--- config.mk ---
export PLATFORM = sky130hd
export DESIGN_NAME = ppurp_ctrl
export DESIGN_NICKNAME = d
export VERILOG_FILES = /design/src/rtl/ppurp_pkg.sv /design/src/rtl/ppurp_ctrl.sv
export SDC_FILE = /design/constraint.sdc
export NUM_CORES = 1
export LEC_CHECK = 0
export CAP_MARGIN = 10
export CORE_AREA = 5 5 42 44
export DETAILED_ROUTE_END_ITERATION = 10
export DIE_AREA = 0 0 47 49
export DONT_BUFFER_PORTS = 1
export PLACE_DENSITY = 0.3
export REMOVE_ABC_BUFFERS = 1
export SYNTH_ARGS = -nofsm -noshare
export SYNTH_HDL_FRONTEND = slang
export SYNTH_SLANG_ARGS = --single-unit
--- constraint.sdc ---
create_clock -name clk_i -period 1.1 [get_ports clk_i]
set_input_delay 0.22 -clock clk_i [delete_from_list [all_inputs] [get_ports clk_i]]
set_output_delay 0.22 -clock clk_i [all_outputs]
set_load 0.005 [all_outputs]
--- src/rtl/ppurp_pkg.sv ---
// ----------------------------------------------------------------------------
// ppurp_pkg
// Shared types and constants for the video unit register port.
// ----------------------------------------------------------------------------
`default_nettype none

package ppurp_pkg;

  // bus request kind
  typedef enum logic [1:0] {
    CMD_READ  = 2'd0,
    CMD_WRITE = 2'd1,
    CMD_LOAD  = 2'd2
  } cmd_e;

  // cpu-visible register numbers
  typedef enum logic [2:0] {
    REG_CTRL     = 3'd0,
    REG_MASK     = 3'd1,
    REG_STATUS   = 3'd2,
    REG_OAM_ADDR = 3'd3,
    REG_OAM_DATA = 3'd4,
    REG_SCROLL   = 3'd5,
    REG_ADDR     = 3'd6,
    REG_DATA     = 3'd7
  } reg_e;

  // where the response byte comes from
  typedef enum logic [2:0] {
    RSP_IMM    = 3'd0,
    RSP_SPRITE = 3'd1,
    RSP_PAT    = 3'd2,
    RSP_NTAB   = 3'd3,
    RSP_PAL    = 3'd4
  } rsp_sel_e;

  localparam int unsigned VADDR_W   = 14;
  localparam int unsigned PAT_AW    = 13;
  localparam int unsigned SPRITE_AW = 8;
  localparam int unsigned PAL_AW    = 5;

  localparam logic [VADDR_W-1:0] VA_NTAB_BASE = 14'h2000;
  localparam logic [VADDR_W-1:0] VA_NTAB_END  = 14'h3000;
  localparam logic [VADDR_W-1:0] VA_PAL_BASE  = 14'h3F00;
  localparam logic [VADDR_W-1:0] VA_MIRROR    = 14'h1000;
  localparam logic [VADDR_W-1:0] STEP_ROW     = 14'd32;
  localparam logic [VADDR_W-1:0] STEP_BYTE    = 14'd1;
  localparam logic [7:0]         NTAB_FILL    = 8'hFF;

  // controller to datapath
  typedef struct packed {
    logic clear_we;
    logic exec;
    logic load_out;
  } ppurp_cmd_t;

  // datapath to controller
  typedef struct packed {
    logic clear_last;
    logic out_busy;
  } ppurp_sts_t;

endpackage

`default_nettype wire

--- src/rtl/ppurp_ctrl.sv ---
// ----------------------------------------------------------------------------
// ppurp_ctrl
// Sequencer: memory clearing pass, request acceptance and response hand-off.
// ----------------------------------------------------------------------------
`default_nettype none

module ppurp_ctrl (
  input  wire logic                  clk_i,
  input  wire logic                  rst_ni,
  input  wire logic                  req_valid_i,
  output logic                       req_ready_o,
  input  wire ppurp_pkg::ppurp_sts_t sts_i,
  output ppurp_pkg::ppurp_cmd_t      cmd_o
);

  typedef enum logic [2:0] {
    ST_CLEAR = 3'b001,
    ST_IDLE  = 3'b010,
    ST_RESP  = 3'b100
  } state_e;

  state_e state_q, state_d;

  always_comb begin
    state_d        = state_q;
    cmd_o.clear_we = 1'b0;
    cmd_o.exec     = 1'b0;
    cmd_o.load_out = 1'b0;
    req_ready_o    = 1'b0;
    unique case (state_q)
      ST_CLEAR: begin
        cmd_o.clear_we = 1'b1;
        if (sts_i.clear_last) begin
          state_d = ST_IDLE;
        end
      end
      ST_IDLE: begin
        req_ready_o = 1'b1;
        if (req_valid_i) begin
          cmd_o.exec = 1'b1;
          state_d    = ST_RESP;
        end
      end
      ST_RESP: begin
        if (!sts_i.out_busy) begin
          cmd_o.load_out = 1'b1;
          state_d        = ST_IDLE;
        end
      end
      default: state_d = ST_CLEAR;
    endcase
  end

  always_ff @(posedge clk_i or negedge rst_ni) begin
    if (!rst_ni) begin
      state_q <= ST_CLEAR;
    end else begin
      state_q <= state_d;
    end
  end

  a_exec_then_resp: assert property (@(posedge clk_i) disable iff (!rst_ni)
    cmd_o.exec |=> state_q == ST_RESP)
    else $error("accepted request not followed by response state");

  a_no_exec_in_clear: assert property (@(posedge clk_i) disable iff (!rst_ni)
    state_q == ST_CLEAR |-> !cmd_o.exec && !cmd_o.load_out)
    else $error("request handled during clearing pass");

  a_load_only_free: assert property (@(posedge clk_i) disable iff (!rst_ni)
    cmd_o.load_out |-> !sts_i.out_busy)
    else $error("response loaded over a pending one");

  a_clear_exit: assert property (@(posedge clk_i) disable iff (!rst_ni)
    (state_q == ST_CLEAR && sts_i.clear_last) |=> state_q == ST_IDLE)
    else $error("clearing pass did not finish");

endmodule

`default_nettype wire

==> flow_results.xml, run 1 <==
<?xml version="1.0" encoding="UTF-8"?>
<metrics>
  <group name="final_layout">
    <metric name="largestRegisters" unit="">state_q x3</metric>
    <metric name="layout_cell_share_with_drive_strength_beyond_1" unit="%">53.6</metric>
    <metric name="area.growth.synth_to_final" unit="%">62.1</metric>
    <metric name="antenna_cells" unit="">0</metric>
    <metric name="finish.cell_count_without_fillers" unit="">44</metric>
    <metric name="utilization" unit="%">22.1</metric>
    <metric name="max_ffs_per_register" unit="">3</metric>
    <metric name="stdcell_area" unit="um2">310</metric>
    <metric name="nNetsFinal" unit="">34</metric>
    <metric name="register_bank_with_the_most_flops" unit="">state_q</metric>
  </group>
  <group name="critical_path">
    <metric name="critPathMaxFanout" unit="">6</metric>
    <metric name="crit-reg2reg-capture" unit="">state_q[1]</metric>
    <metric name="critical_path.startpoint_type" unit="">register</metric>
    <metric name="worst_ep_arrival_time" unit="ns">1.06</metric>
    <metric name="worst_setup_path_startpoint" unit="">state_q[0]</metric>
    <metric name="timing.critical_path.required" unit="ns">0.88</metric>
    <metric name="timing.rr.start" unit="">state_q[0]</metric>
    <metric name="critPathCaptureType" unit="">output port</metric>
    <metric name="ff2ff_setup_slack" unit="ns">-0.09</metric>
    <metric name="worstSetupPathType" unit="">register to output port</metric>
    <metric name="cp_endpoint" unit="">cmd_o[2]</metric>
    <metric name="critical-path-top-delay-family" unit="">flip-flops</metric>
    <metric name="critical_path.max_stage_delay" unit="ns">0.61</metric>
    <metric name="r2r.worst_path.cells" unit="">3</metric>
    <metric name="critical_path_depth" unit="">1</metric>
    <metric name="cpMaxStageDelayCell" unit="">sky130_fd_sc_hd__dfstp_2</metric>
    <metric name="cp_num_buf_inv" unit="">0</metric>
    <metric name="critical_path.cell_chain" unit="">nor3b_2</metric>
  </group>
  <group name="pwr">
    <metric name="power-per-cell-area" unit="nW/um2">2460</metric>
    <metric name="power" unit="uW">764</metric>
    <metric name="max-vdd-ir-drop" unit="uV">947</metric>
    <metric name="power.leakage" unit="nW">0.122</metric>
  </group>
  <group name="sta">
    <metric name="final_critical_path_setup_slack" unit="ns">-0.179</metric>
    <metric name="hold-worst-slack" unit="ns">0.158</metric>
    <metric name="setup_viol" unit="">5</metric>
    <metric name="period_needed" unit="ns">1.28</metric>
    <metric name="worst_clock_skew" unit="ns">0.00160</metric>
    <metric name="hold_violations" unit="">0</metric>
    <metric name="grt_setup_unrepaired" unit="">true</metric>
    <metric name="tcrit_tclk_final" unit="%">116</metric>
    <metric name="tns" unit="ns">-0.674</metric>
    <metric name="slew_violations" unit="">0</metric>
    <metric name="worst_slew_margin_rel" unit="%">79.7</metric>
    <metric name="maxClockFrequency" unit="MHz">782</metric>
    <metric name="worstMarginPinSlew" unit="ns">0.300</metric>
  </group>
  <group name="clock_tree">
    <metric name="cts-htree-levels" unit="">1</metric>
    <metric name="cts_tree" unit="">built</metric>
    <metric name="clock_pin_slew_worst_setup_and_hold_paths" unit="ns">0.04</metric>
    <metric name="cts_inserted_buffers" unit="">3</metric>
    <metric name="root_buffer" unit="">sky130_fd_sc_hd__clkbuf_4</metric>
    <metric name="clock-sinks" unit="">3</metric>
    <metric name="clk_path_buf_depth" unit="">2</metric>
    <metric name="worstSkewPairLatency" unit="ns">0.23</metric>
  </group>
  <group name="hold_path">
    <metric name="hp-class" unit="">input port to register</metric>
    <metric name="timing.hold.worst.start" unit="">req_valid_i</metric>
  </group>
  <group name="drt">
    <metric name="drt_drc" unit="">0</metric>
    <metric name="via_cell_ratio" unit="">4.09</metric>
    <metric name="initialDrtViolationCount" unit="">4</metric>
    <metric name="wirelength" unit="um">560</metric>
    <metric name="wire_per_inst" unit="um">12.7</metric>
    <metric name="routed-via-count" unit="">180</metric>
    <metric name="antenna_left" unit="">0</metric>
    <metric name="drt_pre_antenna_iters" unit="">2</metric>
  </group>
  <group name="logic_synthesis">
    <metric name="synth-seq-cells" unit="">3</metric>
    <metric name="synth.avg_cell_area" unit="um2">10.6</metric>
    <metric name="netlist-cell-type-count" unit="">16</metric>
    <metric name="yosys_warnings" unit="">0</metric>
    <metric name="synth_cells" unit="">18</metric>
    <metric name="seq_area_frac_synth" unit="%">39.9</metric>
    <metric name="synth.cell_area" unit="um2">191</metric>
  </group>
  <group name="global_route">
    <metric name="grt_use_total" unit="%">6.56</metric>
    <metric name="grt_pass1_vias" unit="">201</metric>
    <metric name="grt_pass1_wl" unit="um">938</metric>
    <metric name="grt_max_degree" unit="">8</metric>
    <metric name="grt_antenna_before_repair" unit="">0</metric>
    <metric name="grt_remaining_overflow" unit="">0</metric>
  </group>
  <group name="placed_design">
    <metric name="portBuffers" unit="">0</metric>
    <metric name="place_inst" unit="">36</metric>
    <metric name="detailed_place.area" unit="um2">229</metric>
    <metric name="post-place-ws" unit="ns">0.00632</metric>
    <metric name="place_congestion" unit="">0.716</metric>
    <metric name="hpwl" unit="um">380</metric>
  </group>
  <group name="die">
    <metric name="ioPinCount" unit="">9</metric>
    <metric name="die_x" unit="um">47</metric>
    <metric name="die-area" unit="um2">2300</metric>
    <metric name="floorplan.initialDensity" unit="%">13.7</metric>
    <metric name="placement_rows" unit="">14</metric>
    <metric name="fp.dieH" unit="um">49</metric>
    <metric name="coreArea" unit="um2">1400</metric>
  </group>
  <group name="outcome">
    <metric name="failing_checks" unit="">negative setup slack</metric>
    <metric name="run_status" unit="">complete, but fails checks</metric>
  </group>
  <group name="job">
    <metric name="max-cap-violations" unit="">0</metric>
  </group>
</metrics>
[repair_timing]
item | 4_1_cts | 5_1_grt
hold buffers | 1 | 0
resized for setup | 4 | 1
setup endpoints to repair | 4 | 6
hold endpoints to repair | 3 | 0
buffers inserted | 3 | 0
pin swaps | 2 | 0
[layout make-up]
class	count	area (um2)
Inverter	1	3.75
Clock buffer	4	26.3
Tap cell	16	20.0
Timing Repair Buffer	7	55.1
Sequential cell	3	78.8
Fill cell	158	1090
Multi-Input combinational cell	13	126
[layer usage]
metal | part of all wire, % | global-route usage, %
met2 | 41 | 7.47
met1 | 43 | 7.06
met5 | 0 | 0
met3 | 12 | 5.90
met4 | 3.9 | 5.53
[worst min path at each step]
stage / end / cells after the start
finish: state_q[2] / 2
global route: state_q[2] / 2
CTS: state_q[2] / 2
detailed placement: state_q[2] / 0
global placement: state_q[2] / 0
floorplan: state_q[1] / 0
[kinds of logic (layout without fill, tap and decap cells)]
kind of cell,after synthesis,in the layout,share of synthesized area [%]
AO/OA/AOI/OAI,4,4,13.7
flip-flops,3,3,39.9
buffers and inverters,2,12,4.57
AND/OR/NAND/NOR,9,9,41.8
[report_power, final]
part | leakage, nW | switching, mW | internal (mW)
clock | 0.0150 | 0.0599 | 0.136
sequential | 0.0342 | 0.0945 | 0.173
combinational | 0.0731 | 0.102 | 0.198
[Yosys cell counts, drive strengths merged]
cell    n  area share (%)
a211o   1             4.6
a21oi   1             2.6
and2    1             3.3
and3b   1             4.6
buf     1             2.6
dfrtp   2              26
dfstp   1              14
inv     1             2.0
nand3b  2             7.8
nor2b   1             3.3
nor3b   2              10
nor4b   2              12
o21ai   1             2.6
o31ai   1             3.9
[cell usage in the layout, fill, tap and decap left out, types with 2 or more instances in the layout]
cell	instances
sky130_fd_sc_hd__dfrtp_2	2
sky130_fd_sc_hd__nand3b_1	2
sky130_fd_sc_hd__buf_4	6
sky130_fd_sc_hd__clkbuf_4	3
Power figures use the tool's default switching activity.
==> run 2: changes to the inputs <==
BUFFER_PORTS_ARGS = -buffer_cell sky130_fd_sc_hd__buf_2   (was default)
DONT_BUFFER_PORTS = default   (was 1)
PLACE_DENSITY = 0.36   (was 0.3)
==> run 2 against run 1 <==
  * The run still ends with negative setup slack left
  * Clock skew decreased by 0.0012 ns
  * First-iteration DRC count down 75%
  * Clock-buffer cell count is the same
  * Sequential power decreased by 2%
  * Non-clock buffer count grew 13
  * Core utilization rose by 7.0 points
  * Worst hold slack better by 0.14 ns
  * Worst setup slack worse by 0.087 ns
  * Register-to-register slack lost 0.13 ns
  * Critical path type unchanged
  * Critical endpoint is now cmd_o[1]
==> flow_results.xml, run 2 (synthesis results as in run 1) <==
<?xml version="1.0" encoding="UTF-8"?>
<metrics>
  <group name="global_route">
    <metric name="grt_remaining_overflow" unit="">0</metric>
    <metric name="grt_use_total" unit="%">5.57</metric>
    <metric name="grt_pass1_vias" unit="">232</metric>
    <metric name="grt_max_degree" unit="">10</metric>
    <metric name="grt_pass1_wl" unit="um">910</metric>
    <metric name="grt_antenna_before_repair" unit="">0</metric>
  </group>
  <group name="pwr">
    <metric name="power_report.internal_total" unit="uW">680</metric>
    <metric name="power.leakage" unit="nW">0.200</metric>
    <metric name="netSwitchingFraction" unit="%">30.6</metric>
    <metric name="share_seq_of_total_power" unit="%">26.8</metric>
    <metric name="p_clk_share" unit="%">19.3</metric>
    <metric name="power.switching" unit="uW">300</metric>
    <metric name="comb_power_share" unit="%">53.9</metric>
    <metric name="power" unit="uW">980</metric>
    <metric name="max-vdd-ir-drop" unit="uV">726</metric>
    <metric name="power-per-cell-area" unit="nW/um2">2400</metric>
  </group>
  <group name="final_layout">
    <metric name="most_frequent_cells_in_the_layout" unit="">8 x sky130_fd_sc_hd__buf_2, 6 x sky130_fd_sc_hd__buf_4, 4 x sky130_fd_sc_hd__buf_6</metric>
    <metric name="finish.cell_count_without_fillers" unit="">57</metric>
    <metric name="utilization" unit="%">29.1</metric>
    <metric name="area.growth.synth_to_final" unit="%">113</metric>
    <metric name="antenna_cells" unit="">0</metric>
    <metric name="layout.cells.most_common" unit="">sky130_fd_sc_hd__buf_2</metric>
    <metric name="layout_cell_share_with_drive_strength_beyond_1" unit="%">68.3</metric>
    <metric name="register_bank_with_the_most_flops" unit="">state_q</metric>
    <metric name="nNetsFinal" unit="">47</metric>
    <metric name="max_ffs_per_register" unit="">3</metric>
    <metric name="largestRegisters" unit="">state_q x3</metric>
  </group>
  <group name="critical_path">
    <metric name="timing.critical_path.required" unit="ns">0.88</metric>
    <metric name="worst_ep_arrival_time" unit="ns">1.15</metric>
    <metric name="critical_path.max_stage_delay" unit="ns">0.60</metric>
    <metric name="r2r.worst_path.cells" unit="">5</metric>
    <metric name="timing.rr.start" unit="">state_q[0]</metric>
    <metric name="ff2ff_setup_slack" unit="ns">-0.22</metric>
    <metric name="worstSetupPathType" unit="">register to output port</metric>
    <metric name="crit-reg2reg-capture" unit="">state_q[1]</metric>
    <metric name="critPathMaxFanout" unit="">6</metric>
    <metric name="critical_path.startpoint_type" unit="">register</metric>
    <metric name="critical-path-top-delay-family" unit="">flip-flops</metric>
    <metric name="cp_num_buf_inv" unit="">1</metric>
    <metric name="cpMaxStageDelayCell" unit="">sky130_fd_sc_hd__dfstp_2</metric>
    <metric name="critPathCaptureType" unit="">output port</metric>
    <metric name="critical_path.cell_chain" unit="">nor3b_2, and2_1, buf_2</metric>
  </group>
  <group name="sta">
    <metric name="worst_clock_skew" unit="ns">0.000366</metric>
    <metric name="hold_violations" unit="">0</metric>
    <metric name="grt_setup_unrepaired" unit="">true</metric>
    <metric name="period_needed" unit="ns">1.37</metric>
    <metric name="setup_viol" unit="">6</metric>
    <metric name="maxClockFrequency" unit="MHz">732</metric>
    <metric name="worst_slew_margin_rel" unit="%">85.6</metric>
    <metric name="tns" unit="ns">-1.21</metric>
    <metric name="worstMarginPinSlew" unit="ns">0.215</metric>
    <metric name="tcrit_tclk_final" unit="%">124</metric>
    <metric name="hold-worst-slack" unit="ns">0.294</metric>
    <metric name="final_critical_path_setup_slack" unit="ns">-0.266</metric>
    <metric name="slew_violations" unit="">0</metric>
  </group>
  <group name="clock_tree">
    <metric name="cts_tree" unit="">built</metric>
    <metric name="clk_path_buf_depth" unit="">2</metric>
    <metric name="root_buffer" unit="">sky130_fd_sc_hd__clkbuf_4</metric>
    <metric name="clock-sinks" unit="">3</metric>
    <metric name="cts-htree-levels" unit="">1</metric>
    <metric name="clock_pin_slew_worst_setup_and_hold_paths" unit="ns">0.04</metric>
    <metric name="cts_inserted_buffers" unit="">3</metric>
    <metric name="worstSkewPairLatency" unit="ns">0.23</metric>
  </group>
  <group name="drt">
    <metric name="drt_pre_antenna_iters" unit="">5</metric>
    <metric name="routed-via-count" unit="">219</metric>
    <metric name="wire_per_inst" unit="um">10.5</metric>
    <metric name="drt_drc" unit="">0</metric>
    <metric name="wirelength" unit="um">597</metric>
    <metric name="via_cell_ratio" unit="">3.84</metric>
    <metric name="antenna_left" unit="">0</metric>
    <metric name="initialDrtViolationCount" unit="">1</metric>
  </group>
  <group name="placed_design">
    <metric name="portBuffers" unit="">8</metric>
    <metric name="place_congestion" unit="">0.757</metric>
    <metric name="place_inst" unit="">44</metric>
  </group>
  <group name="hold_path">
    <metric name="timing.hold.worst_path_depth" unit="">3</metric>
    <metric name="worstHoldEndpoint" unit="">state_q[2]</metric>
    <metric name="hp-class" unit="">input port to register</metric>
    <metric name="timing.hold.worst.start" unit="">req_valid_i</metric>
  </group>
  <group name="die">
    <metric name="die_x" unit="um">47</metric>
    <metric name="ioPinCount" unit="">9</metric>
    <metric name="placement_rows" unit="">14</metric>
    <metric name="fp.dieH" unit="um">49</metric>
    <metric name="coreArea" unit="um2">1400</metric>
    <metric name="floorplan.initialDensity" unit="%">13.7</metric>
    <metric name="die-area" unit="um2">2300</metric>
  </group>
  <group name="outcome">
    <metric name="failing_checks" unit="">negative setup slack</metric>
    <metric name="run_status" unit="">complete, but fails checks</metric>
  </group>
  <group name="job">
    <metric name="max-cap-violations" unit="">0</metric>
  </group>
</metrics>
[run 2: cell count changes in the layout (fill, tap and decap cells not counted), sizes merged]
cell and change:
dlymetal6s2s +1, buf +12
[run 2: worst register-to-register path: cells and delay by family (launching register included)]
kind,cells,cell delay [ns]
flops,1,0.60
simple gates,1,0.03
compound gates,1,0.27
buf+inv,3,0.30
[run 2: final cells by class]
cell class / count / area, um2
timing repair buffer: 20 / 153
sequential: 3 / 78.8
clock buffer: 4 / 26.3
fill: 152 / 993
multi-input combinational: 13 / 126
inverter: 1 / 3.75
tap: 16 / 20.0
[run 2: stage by stage]
stage	setup WS, ns	instance area (um2)
after floorplan	0.0720	186
after global placement	-0.0463	269
after detailed placement	-0.0618	269
after CTS	-0.252	357
after global routing	-0.315	408
final	-0.266	408
[run 2: how the worst max path moves through the flow]
| stage | start | end | slack [ns] | depth (start not counted) |
|---|---|---|---|---|
| floorplan | state_q[2] | cmd_o[1] | 0.07 | 2 |
| global placement | state_q[0] | cmd_o[1] | -0.05 | 3 |
| detailed placement | state_q[1] | cmd_o[0] | -0.06 | 2 |
| CTS | state_q[0] | cmd_o[1] | -0.25 | 3 |
| global route | state_q[0] | cmd_o[2] | -0.31 | 2 |
| finish | state_q[0] | cmd_o[1] | -0.27 | 3 |
[run 2: power groups by stage]
stage	registers [mW]	clock network (mW)	logic [mW]
2_1_floorplan	0.235	0	0.134
3_3_place_gp	0.255	0	0.231
3_5_place_dp	0.256	0	0.233
4_1_cts	0.257	0.202	0.380
5_1_grt	0.272	0.209	0.570
6_report	0.262	0.190	0.528
[run 2: layer usage]
| metal | vias to the layer above | routed length [um] | GRT usage (%) | share of wire, % |
|---|---|---|---|---|
| met5 | - | 0 | 0 | 0 |
| met4 | 0 | 0 | 4.15 | 0 |
| met3 | 0 | 9 | 2.21 | 1.5 |
| met2 | 6 | 348 | 8.82 | 58 |
| met1 | 100 | 239 | 5.51 | 40 |
| li1 | 113 | - | - | - |
[run 2: repair_timing]
action | 4_1_cts | 5_1_grt
gates cloned | 0 | 0
buffers inserted | 4 | 4
pin swaps | 4 | 1
hold buffers | 1 | 0
endpoints found under the hold margin | 3 | 0
gates resized for setup | 6 | 3
endpoints found under the setup margin | 5 | 6
